File: src/sv/key_matrix_scan_debounce_unit_assert.svh
// ----------------------------------------------------------------------------
// Assertion macros for the key matrix scanner
// Concurrent assertion wrappers; empty when SYNTHESIS is defined.
// ----------------------------------------------------------------------------
`ifndef KEY_MATRIX_SCAN_DEBOUNCE_UNIT_ASSERT_SVH
`define KEY_MATRIX_SCAN_DEBOUNCE_UNIT_ASSERT_SVH
`ifndef SYNTHESIS
// same-cycle implication
`define KMSD_ASSERT_NOW(label, clk, rst_n, ante, cons) \
	label: assert property (@(posedge clk) disable iff (!rst_n) (ante) |-> (cons)) \
		else $error("kmsd assertion failed");
// next-cycle implication
`define KMSD_ASSERT_NEXT(label, clk, rst_n, ante, cons) \
	label: assert property (@(posedge clk) disable iff (!rst_n) (ante) |=> (cons)) \
		else $error("kmsd assertion failed");
`else
`define KMSD_ASSERT_NOW(label, clk, rst_n, ante, cons)
`define KMSD_ASSERT_NEXT(label, clk, rst_n, ante, cons)
`endif
`endif

File: src/sv/kmsd_pkg.sv
// ----------------------------------------------------------------------------
// kmsd_pkg
// Shared widths and constants for the key matrix scanner.
// ----------------------------------------------------------------------------
package kmsd_pkg;

	localparam int unsigned KMSD_ROW_COUNT = 6;
	localparam int unsigned KMSD_COL_COUNT = 8;

	localparam int unsigned SAMPLE_W  = 8;
	localparam int unsigned ROW_FLD_W = 3;
	localparam int unsigned CNT_W     = 8;
	localparam int unsigned THRESH_W  = 8;

	typedef logic [CNT_W-1:0] cnt_t;

	localparam cnt_t                CNT_MAX      = 8'hFF;
	localparam logic [THRESH_W-1:0] THRESH_RESET = 8'd6;

endpackage

File: src/sv/kmsd_ifs.sv
// ----------------------------------------------------------------------------
// kmsd channel interfaces
// Valid/ready channels for column samples and scan results.
// ----------------------------------------------------------------------------
interface kmsd_sample_if import kmsd_pkg::*; ();
	logic                valid;
	logic                ready;
	logic [SAMPLE_W-1:0] column_sample;

	modport source (output valid, output column_sample, input ready);
	modport sink (input valid, input column_sample, output ready);
endinterface

interface kmsd_result_if import kmsd_pkg::*; ();
	logic                 valid;
	logic                 ready;
	logic [ROW_FLD_W-1:0] scanned_row;
	logic [SAMPLE_W-1:0]  row_keys;
	logic [SAMPLE_W-1:0]  flipped_mask;
	logic                 any_change;
	logic [ROW_FLD_W-1:0] drive_row;

	modport source (
		output valid, output scanned_row, output row_keys, output flipped_mask,
		output any_change, output drive_row, input ready
	);
	modport sink (
		input valid, input scanned_row, input row_keys, input flipped_mask,
		input any_change, input drive_row, output ready
	);
endinterface

File: src/sv/kmsd_row_update.sv
// ----------------------------------------------------------------------------
// kmsd_row_update
// Per-column counter debounce for one row of the matrix.
// ----------------------------------------------------------------------------
module kmsd_row_update import kmsd_pkg::*; #(
	parameter int unsigned COL_COUNT = KMSD_COL_COUNT
) (
	input  logic [SAMPLE_W-1:0]  sample,
	input  logic [COL_COUNT-1:0] keys,
	input  cnt_t                 counts [COL_COUNT],
	input  logic [THRESH_W-1:0]  threshold,
	output logic [COL_COUNT-1:0] keys_new,
	output cnt_t                 counts_new [COL_COUNT],
	output logic [SAMPLE_W-1:0]  keys_fld,
	output logic [SAMPLE_W-1:0]  flip_fld
);

	logic [COL_COUNT-1:0] bit_in;
	logic [COL_COUNT-1:0] flip;

	for (genvar c = 0; c < COL_COUNT; c++) begin : g_col
		cnt_t inc;
		logic mism;

		// columns past the sample width read as released
		if (c < SAMPLE_W) begin : g_smp
			assign bit_in[c] = sample[c];
		end else begin : g_zero
			assign bit_in[c] = 1'b0;
		end

		assign mism          = bit_in[c] ^ keys[c];
		assign inc           = (counts[c] == CNT_MAX) ? CNT_MAX : counts[c] + cnt_t'(1);
		assign counts_new[c] = mism ? inc : '0;
		assign flip[c]       = mism && (inc > threshold);
		assign keys_new[c]   = keys[c] ^ flip[c];
	end

	for (genvar b = 0; b < SAMPLE_W; b++) begin : g_fld
		if (b < COL_COUNT) begin : g_used
			assign keys_fld[b] = keys_new[b];
			assign flip_fld[b] = flip[b];
		end else begin : g_unused
			assign keys_fld[b] = 1'b0;
			assign flip_fld[b] = 1'b0;
		end
	end

endmodule

File: src/sv/key_matrix_scan_debounce_unit.sv
// ----------------------------------------------------------------------------
// key_matrix_scan_debounce_unit: key matrix scanner with counter debounce
// Pipeline: a sample beat passes the input stage, then the result stage, to become a result beat.
// Throughput: one sample beat per cycle unless result.ready stalls; row state updates as the beat leaves stage one.
// Reset: all keys released, all counters zero, row 0 first, threshold 6.
// ----------------------------------------------------------------------------
`include "key_matrix_scan_debounce_unit_assert.svh"

module key_matrix_scan_debounce_unit import kmsd_pkg::*; #(
	parameter int unsigned ROW_COUNT = KMSD_ROW_COUNT,
	parameter int unsigned COL_COUNT = KMSD_COL_COUNT
) (
	input  logic                clk,
	input  logic                arst_n,
	kmsd_sample_if.sink         sample,
	kmsd_result_if.source       result,
	input  logic                threshold_we,
	input  logic [THRESH_W-1:0] threshold_wdata
);

	localparam int unsigned      ROW_W    = (ROW_COUNT > 1) ? $clog2(ROW_COUNT) : 1;
	localparam logic [ROW_W-1:0] LAST_ROW = ROW_W'(ROW_COUNT - 1);

	// Configuration
	logic [THRESH_W-1:0] threshold_q;

	// Matrix state: one debounced word and one counter set per row
	logic [COL_COUNT-1:0] keys_q [ROW_COUNT];
	cnt_t                 cnt_q  [ROW_COUNT][COL_COUNT];
	logic [ROW_W-1:0]     row_q;

	// Stage one: the registered sample beat
	logic                valid_s1;
	logic [SAMPLE_W-1:0] sample_s1;

	// Stage two: the result register
	logic                valid_s2;
	logic [ROW_W-1:0]    row_s2;
	logic [ROW_W-1:0]    drive_s2;
	logic [SAMPLE_W-1:0] keys_s2;
	logic [SAMPLE_W-1:0] flip_s2;

	logic                 adv_s2;
	logic                 adv_s1;
	logic [ROW_W-1:0]     row_eff;
	logic [ROW_W-1:0]     row_next;
	logic [COL_COUNT-1:0] keys_new;
	cnt_t                 counts_new [COL_COUNT];
	logic [SAMPLE_W-1:0]  keys_fld;
	logic [SAMPLE_W-1:0]  flip_fld;

	logic [ROW_W+ROW_FLD_W-1:0] row_ext;
	logic [ROW_W+ROW_FLD_W-1:0] drive_ext;

	// Handshake: the result register takes a new beat when empty or draining,
	// and stage one frees up whenever its beat moves on.
	assign adv_s2       = !valid_s2 || result.ready;
	assign adv_s1       = valid_s1 && adv_s2;
	assign sample.ready = !valid_s1 || adv_s2;

	// A row index past the last row is taken as row 0; wrap after the last row.
	assign row_eff  = (row_q > LAST_ROW) ? '0 : row_q;
	assign row_next = (row_eff == LAST_ROW) ? '0 : row_eff + ROW_W'(1);

	kmsd_row_update #(
		.COL_COUNT (COL_COUNT)
	) u_row_update (
		.sample     (sample_s1),
		.keys       (keys_q[row_eff]),
		.counts     (cnt_q[row_eff]),
		.threshold  (threshold_q),
		.keys_new   (keys_new),
		.counts_new (counts_new),
		.keys_fld   (keys_fld),
		.flip_fld   (flip_fld)
	);

	always_ff @(posedge clk or negedge arst_n) begin
		if (!arst_n) begin
			threshold_q <= THRESH_RESET;
		end else if (threshold_we) begin
			threshold_q <= threshold_wdata;
		end
	end

	// Write back the debounced row and its counters as the beat leaves stage one
	always_ff @(posedge clk or negedge arst_n) begin
		if (!arst_n) begin
			row_q <= '0;
			for (int r = 0; r < ROW_COUNT; r++) begin
				keys_q[r] <= '0;
				for (int c = 0; c < COL_COUNT; c++) begin
					cnt_q[r][c] <= '0;
				end
			end
		end else if (adv_s1) begin
			row_q           <= row_next;
			keys_q[row_eff] <= keys_new;
			cnt_q[row_eff]  <= counts_new;
		end
	end

	always_ff @(posedge clk or negedge arst_n) begin
		if (!arst_n) begin
			valid_s1 <= 1'b0;
			valid_s2 <= 1'b0;
		end else begin
			if (sample.ready) begin
				valid_s1 <= sample.valid;
			end
			if (adv_s2) begin
				valid_s2 <= valid_s1;
			end
		end
	end

	// Payload registers: hold while stalled
	always_ff @(posedge clk) begin
		if (sample.valid && sample.ready) begin
			sample_s1 <= sample.column_sample;
		end
		if (adv_s1) begin
			row_s2   <= row_eff;
			drive_s2 <= row_next;
			keys_s2  <= keys_fld;
			flip_s2  <= flip_fld;
		end
	end

	// Row fields carry the low bits of the row index
	assign row_ext   = {{ROW_FLD_W{1'b0}}, row_s2};
	assign drive_ext = {{ROW_FLD_W{1'b0}}, drive_s2};

	assign result.valid        = valid_s2;
	assign result.scanned_row  = row_ext[ROW_FLD_W-1:0];
	assign result.drive_row    = drive_ext[ROW_FLD_W-1:0];
	assign result.row_keys     = keys_s2;
	assign result.flipped_mask = flip_s2;
	assign result.any_change   = |flip_s2;

	// The next row to drive follows the scanned row with wrap
	`KMSD_ASSERT_NOW(a_drive_follows, clk, arst_n, valid_s2,
		drive_s2 == ((row_s2 == LAST_ROW) ? '0 : row_s2 + ROW_W'(1)))
	// A held beat in stage one keeps its sample while the result stalls
	`KMSD_ASSERT_NEXT(a_s1_hold, clk, arst_n, valid_s1 && !adv_s2,
		valid_s1 && $stable(sample_s1))
	// The row pointer moves exactly when a beat is processed
	`KMSD_ASSERT_NEXT(a_row_advance, clk, arst_n, adv_s1, row_q == $past(row_next))
	// A flipped key must show its new state as the sampled value
	`KMSD_ASSERT_NOW(a_flip_agrees, clk, arst_n, adv_s1,
		((flip_fld & (keys_fld ^ sample_s1)) == '0))

endmodule
File: src/flat_wrapper.sv
// flat-port wrapper written by rule: the top's interface ports become plain ports
module key_matrix_scan_debounce_unit_flat import kmsd_pkg::*;
#(
	parameter int unsigned ROW_COUNT = KMSD_ROW_COUNT,
	parameter int unsigned COL_COUNT = KMSD_COL_COUNT
)
  (clk, arst_n, threshold_we, threshold_wdata, sample_valid, sample_column_sample, sample_ready, result_valid, result_scanned_row, result_row_keys, result_flipped_mask, result_any_change, result_drive_row, result_ready);
  kmsd_sample_if sample_i ();
  kmsd_result_if result_i ();
  input  logic clk;
  input  logic arst_n;
  input  logic threshold_we;
  input  logic [THRESH_W-1:0] threshold_wdata;
  input wire logic [$bits(sample_i.valid)-1:0] sample_valid;
  input wire logic [$bits(sample_i.column_sample)-1:0] sample_column_sample;
  output wire logic [$bits(sample_i.ready)-1:0] sample_ready;
  output wire logic [$bits(result_i.valid)-1:0] result_valid;
  output wire logic [$bits(result_i.scanned_row)-1:0] result_scanned_row;
  output wire logic [$bits(result_i.row_keys)-1:0] result_row_keys;
  output wire logic [$bits(result_i.flipped_mask)-1:0] result_flipped_mask;
  output wire logic [$bits(result_i.any_change)-1:0] result_any_change;
  output wire logic [$bits(result_i.drive_row)-1:0] result_drive_row;
  input wire logic [$bits(result_i.ready)-1:0] result_ready;
  assign sample_i.valid = sample_valid;
  assign sample_i.column_sample = sample_column_sample;
  assign sample_ready = sample_i.ready;
  assign result_valid = result_i.valid;
  assign result_scanned_row = result_i.scanned_row;
  assign result_row_keys = result_i.row_keys;
  assign result_flipped_mask = result_i.flipped_mask;
  assign result_any_change = result_i.any_change;
  assign result_drive_row = result_i.drive_row;
  assign result_i.ready = result_ready;
  key_matrix_scan_debounce_unit #(.ROW_COUNT(ROW_COUNT), .COL_COUNT(COL_COUNT)) u_core (.clk(clk), .arst_n(arst_n), .sample(sample_i), .result(result_i), .threshold_we(threshold_we), .threshold_wdata(threshold_wdata));
endmodule
File: config.mk
export PLATFORM = sky130hd
export DESIGN_NAME = key_matrix_scan_debounce_unit_flat
export DESIGN_NICKNAME = d
export VERILOG_FILES = /design/src/sv/kmsd_pkg.sv /design/src/sv/kmsd_ifs.sv /design/src/sv/kmsd_row_update.sv /design/src/sv/key_matrix_scan_debounce_unit.sv /design/src/flat_wrapper.sv
export VERILOG_INCLUDE_DIRS = /design/src /design/src/sv
export SDC_FILE = /design/constraint.sdc
export NUM_CORES = 1
export LEC_CHECK = 0
export ABC_AREA = 1
export BUFFER_PORTS_ARGS = -buffer_cell sky130_fd_sc_hd__clkbuf_2
export CAP_MARGIN = 20
export CORE_MARGIN = 2
export CORE_UTILIZATION = 55
export DETAILED_ROUTE_END_ITERATION = 7
export PLACE_DENSITY = 0.71
export SYNTH_ARGS = -nofsm -noshare
export SYNTH_HDL_FRONTEND = slang
export SYNTH_HIERARCHICAL = 1
export SYNTH_SLANG_ARGS = --single-unit
File: constraint.sdc
create_clock -name clk -period 6.19 [get_ports clk]
set_clock_uncertainty 0.2 [all_clocks]
set_input_delay 0.3095 -clock clk [delete_from_list [all_inputs] [get_ports clk]]
set_output_delay 0.3095 -clock clk [all_outputs]
set_load 0.02 [all_outputs]
Word level (Yosys, flattened, before mapping)
Index checks and enable logic that the tools add are counted.
{"block": "totals", "inputBits": 21, "ff_bits": 475}
{"block": "classes", "eq_ne": 9, "addsub": 9, "n_reduce_logical": 16, "muxes": 30, "order_cmp": 11, "bitwise": 17}
{"cell": "$bwmux W384", "count": 1}
{"cell": "$bmux W64 S3", "count": 1}
{"cell": "$demux W64 S3", "count": 1}
{"cell": "$mux W64", "count": 3}
{"cell": "$mux W8", "count": 19}
{"cell": "$add A8 B1 Y8 const B", "count": 8}
{"cell": "$eq A8 B8 Y1 const B", "count": 8}
{"cell": "$gt A8 B8 Y1", "count": 8}
{"cell": "$bwmux W48", "count": 1}
{"cell": "$bmux W8 S3", "count": 1}
{"cell": "$demux W8 S3", "count": 1}
{"cell": "$xor A1 B1 Y1", "count": 16}
{"cell": "$logic_and A1 B1 Y1", "count": 11}
{"cell": "$reduce_or A8 Y1", "count": 1}
{"cell": "$mux W3", "count": 2}
{"cell": "$ge A4 B4 Y1 const B", "count": 1}
{"cell": "$lt A4 B1 Y1 const B", "count": 1}
{"cell": "$not A3 Y4", "count": 1}
{"cell": "$add A3 B1 Y3 const B", "count": 1}
{"cell": "$eq A3 B3 Y1 const B", "count": 1}
{"cell": "$gt A3 B3 Y1 const B", "count": 1}
{"cell": "$logic_not A1 Y1", "count": 2}
{"cell": "$logic_or A1 B1 Y1", "count": 2}

Depth between registers and ports, before layout
{"block": "logic_depth", "ltp_word": 12, "ltp_mapped": 31, "ltp_nobuf": 27}

By module
Netlist, hierarchy kept.
{"module": "key_matrix_scan_debounce_unit", "instances": 1, "area_per_inst_um2": 21795.9, "cells_each": 2806}
{"module": "kmsd_row_update", "instances": 1, "area_per_inst_um2": 3554.7, "cells_each": 629}

Worst setup path after synthesis
No wires, ideal clock.
{"block": "synth_path", "path_kind": "register to register", "startpoint": "register u_core.row_q[2]", "endpoint": "register u_core/keys_q[43] (netlist bit)", "slack_ns": 2.631, "arrival_ns": 3.227, "setup_time_ns": 0.132, "path_stages_with_launch": 30, "period_less_slack_ns": 3.559, "path_buffers": 6, "cell_sequence": "dfrtp_1 > buf_2 > nand2_4 > nand2_4 > buf_4 > buf_2 > buf_2 > nand2_1 > nand2_1 > nand2_1 > nand2_1 > ha_1 > nand3_1 > nor2_1 > nand3_1 > buf_2 > nand2_1 > nor2_1 > inv_1 > ha_1 > nand2_1 > nor2_1 > nand2_1 > nand2_1 > nand2_1 > nand2_1 > nand2_1 > buf_4 > inv_1 > o21ai_0"}
{"block": "synth_via", "elab_chain_cells": 12}
{"element": "start, declared", "line": "key_matrix_scan_debounce_unit.sv:30", "rtl": "logic [ROW_W-1:0] row_q;"}
{"element": "start signal, assigned", "line": "key_matrix_scan_debounce_unit.sv:97", "rtl": "row_q <= row_next;"}
{"element": "$gt A3 B3 Y1", "line": "key_matrix_scan_debounce_unit.sv:62", "rtl": "assign row_eff = (row_q > LAST_ROW) ? '0 : row_q;"}
{"element": "$mux W3 (*)", "line": "key_matrix_scan_debounce_unit.sv:62"}
{"element": "$not A3 Y4 (not written as such) (*)", "line": "key_matrix_scan_debounce_unit.sv:69, key_matrix_scan_debounce_unit.sv:70"}
{"element": "$bmux W64 S3", "line": "key_matrix_scan_debounce_unit.sv:70", "rtl": ".counts (cnt_q[row_eff]),"}
{"element": "$mux W64 (not written as such) (2 in a row)", "line": "key_matrix_scan_debounce_unit.sv:70"}
{"element": "$add A8 B1 Y8 or $eq A8 B8 Y1 (tied branches)", "line": "kmsd_row_update.sv:33", "rtl": "assign inc = (counts[c] == CNT_MAX) ? CNT_MAX : counts[c] + cnt_t'(1);"}
{"element": "$mux W8", "line": "kmsd_row_update.sv:33"}
{"element": "$gt A8 B8 Y1", "line": "kmsd_row_update.sv:35", "rtl": "assign flip[c] = mism && (inc > threshold);"}
{"element": "$logic_and A1 B1 Y1", "line": "kmsd_row_update.sv:35"}
{"element": "$xor A1 B1 Y1 (*)", "line": "kmsd_row_update.sv:36", "rtl": "assign keys_new[c] = keys[c] ^ flip[c];"}
{"element": "via u_core.keys_fld[3]", "line": "key_matrix_scan_debounce_unit.sv:49", "rtl": "logic [SAMPLE_W-1:0] keys_fld;"}
{"element": "$bwmux W48 (*)", "line": "key_matrix_scan_debounce_unit.sv:98", "rtl": "keys_q[row_eff] <= keys_new;"}
{"element": "end signal, assigned by index", "line": "key_matrix_scan_debounce_unit.sv:98"}
{"element": "end, declared", "line": "key_matrix_scan_debounce_unit.sv:28", "rtl": "logic [COL_COUNT-1:0] keys_q [ROW_COUNT];"}
The timed path passes the listed nets; every way through them passes the cells marked *. The select of a mux whose other input is x is not followed.
A chain may end at the register's enable or synchronous reset.

Worst setup path in the final report
{"block": "layout_path", "startpoint": "register u_core.row_q[2]", "endpoint": "register u_core/keys_q[27] (netlist bit)"}
The elaborated chain is that of the path after synthesis.

==> metrics.txt <==
outcome=finished clean; vias in the first global route=21,930; number of port buffers=between 40 and 50; IO Pins=between 40 and 50; sequential fraction of the synthesis area=0.4749; Final Cycle Share=0.7968; routed length per instance=17.94 um; clk buf depth=3; Ys Warns=6; Slowest-stage cell, CP=buf_4; Clock Sinks=475; die height=218.7 um; Final TNS setup=0 ns; clk root buf=clkbuf_16; syn nets=3,528; Yosys reg bits=475; worst path arrival time=about 5.2 ns; Initial Util=0.5574; crit end category=flop; GR Util All Layers=0.3109; startpoint types=flop; Slew headroom=0.2282; leading area contributor after synthesis=dfrtp_1; number of remaining DRC errors=0; core area=45,480 sq um; Peak Freq=202.7 MHz; required time of the critical path=around 6.5 ns; Site Rows=78; power per cell area=392.7 nW/um^2; Post-Synthesis Cells=between 3,000 and 4,000; CTS buffer count=52; Reg clk slew, reported paths=0.06 ns; Synth cell types=42; Crit path largest cell delay=about 0.6 ns; hpwl dp=about 41 mm; Area Growth Syn to Fin=10.05%; DR pass1 iterations=6; Max IR drop VDD=0.0003556 V; FFs w/ async S/R, synth=0.9368; Die Area=47,830 sq um; fin nets=between 3,000 and 4,000; first-pass GRT wire length=approximately 120 mm; Post-DRT Antenna Nets=0; drt initial violations=2,257; htree depth=2; mean number of vias per cell=5.596; GRT busiest layer=met2; Final Hold Vio Count=0; WHS=0.1313 ns; CTS tree=built; GPL Wtd Cong=0.8779; met2 usage=0.5080; Crit Path Max Fanout=58; Layout Utilization=0.6134; Vias=approximately 23,000; Post-synth EDFFs=30; clock latency on the worst-skew pair=0.61 ns; initial antenna violation count=0; RSZ-0062 raised after global routing=false; Synth Flop Type=dfrtp_1; DIE WIDTH=218.7 um; Syn Std Cell Area=25,350 sq um; share of cells above drive strength 1=0.06259; fin crit period=4.932 ns; cell with the most instances after synthesis=nand2_1; largest net degree at the start of global routing=132; Antenna diodes=0; met3 usage=0.04607; postcts setup bufs=0; Synth top area share=0.4373; syn avg cell area=7.380 sq um; met1 Usage GRT=0.4220; total grt overflow=0; largest cells by area after synthesis=dfrtp_1 44%, nand2_1 24%, o21ai_0 8.4%; Slew @ Worst Pin=~1.2 ns; cell repeated most along the worst path=nand2_1; Hold WC Path Type=input pin to async pin; CP Class=flop to flop; Post-Route WL=72.40 mm; max-slew violation count=0; Leakage=14.57 nW; final setup violation count=0; Max Cap Viol=0; synth cell count leaders=1,636 x nand2_1, 443 x dfrtp_1, 425 x o21ai_0
stage by stage:
| step | power [mW] | setup slack [ns] | area (sq um) | cells |
|---|---|---|---|---|
| after CTS | 10.94 | 1.362 | 27870 | 4034 |
| after global placement | 7.615 | 1.515 | 25830 | 3909 |
| after global routing | 11.58 | 0.8854 | 27900 | 4035 |
| after detailed placement | 7.709 | 1.450 | 25830 | 3909 |
| final | 10.96 | 1.258 | 27900 | 4035 |
| after floorplan | 6.491 | 2.631 | 25350 | 3435 |
cell families (layout without fill, tap and decap cells):
family                     Yosys count  after routing  share of synthesized area
and+or+nand+nor                   1946           1946                     0.3085
buffers and inverters              385            385                    0.06263
xor gates and xnor gates            31             31                    0.01071
adders and majority gates           72             72                    0.03554
AOI/OAI and AO/OA                  518            518                     0.1042
DFF                                475            475                     0.4749
muxes                                8              8                   0.003554
power breakdown:
part / internal [mW] / switching, mW / total [mW]
Combinational: 0.949 / 2.92 / 3.87
Clock: 1.90 / 1.28 / 3.18
Sequential: 3.63 / 0.275 / 3.91
Total: 6.48 / 4.48 / 11.0
cell type report:
type                       instances  area, sq um
clock buffer                      77         1516
clock inverter                    19        229.0
fill                            4156        17580
inverter                         179        674.4
multi-input combinational       2575        11770
sequential                       475        12040
tap                              600        750.7
timing repair buffer             110        915.9
state kept, by name (all words and copies together) (netlist names):
register                    flops
u_core/result.scanned_row       3
u_core/cnt_q                  384
u_core/keys_q                  48
u_core/result.valid             1
u_core/result.row_keys          8
u_core/threshold_q              8
u_core/sample_s1                8
u_core/result.flipped_mask      8
u_core/row_q                    3
u_core/result.drive_row         3
u_core/valid_s1                 1
worst max-delay path: cells and delay by family, from the launching register on:
family                   cells  cell delay (ns)
AO/OA/AOI/OAI                2             0.37
adder cells (fa/ha/maj)      2             0.45
flip-flops                   1             0.58
AND/OR/NAND/NOR             18             2.44
buffers and inverters        3             0.76
metal layers:
| metal | routed length (um) | vias to the layer above |
|---|---|---|
| met5 | 0 | - |
| li1 | - | 10830 |
| met3 | 5565 | 152 |
| met1 | 31190 | 10730 |
| met4 | 2223 | 0 |
| met2 | 33420 | 871 |
worst paths after layout:
kind                       slack (ns)                  end  cells after the start                    start
max                              1.26    u_core/keys_q[27]                     25          u_core/row_q[2]
min                              0.13    u_core/cnt_q[341]                      2                   arst_n
max reg2reg                      1.26    u_core/keys_q[27]                     25          u_core/row_q[2]
min reg2reg                      0.28    u_core/cnt_q[115]                      2        u_core/cnt_q[115]
max in group asynchronous        4.18    u_core/cnt_q[307]                      3                   arst_n
min in group clk                 0.21  u_core/sample_s1[1]                      2  sample_column_sample[1]
cells in the final DEF, fill, tap and decap left out, types with 27 or more instances in the layout:
cell type and instances:
dfrtp_1 442, buf_4 27, nor2_1 63, inv_1 172
o21ai_0 425, ha_1 72, edfxtp_1 30, a21oi_1 51
clkbuf_16 53, clkbuf_2 44, nand3_1 187, nand2_1 1635
dlygate4sd3_1 29
what timing repair did:
action,CTS,global route
endpoints found under the setup margin,0,0
hold endpoints to repair,109,0
hold buffers,29,0
resized for setup,0,0
Note: power is estimated with default switching activity, not from simulation.
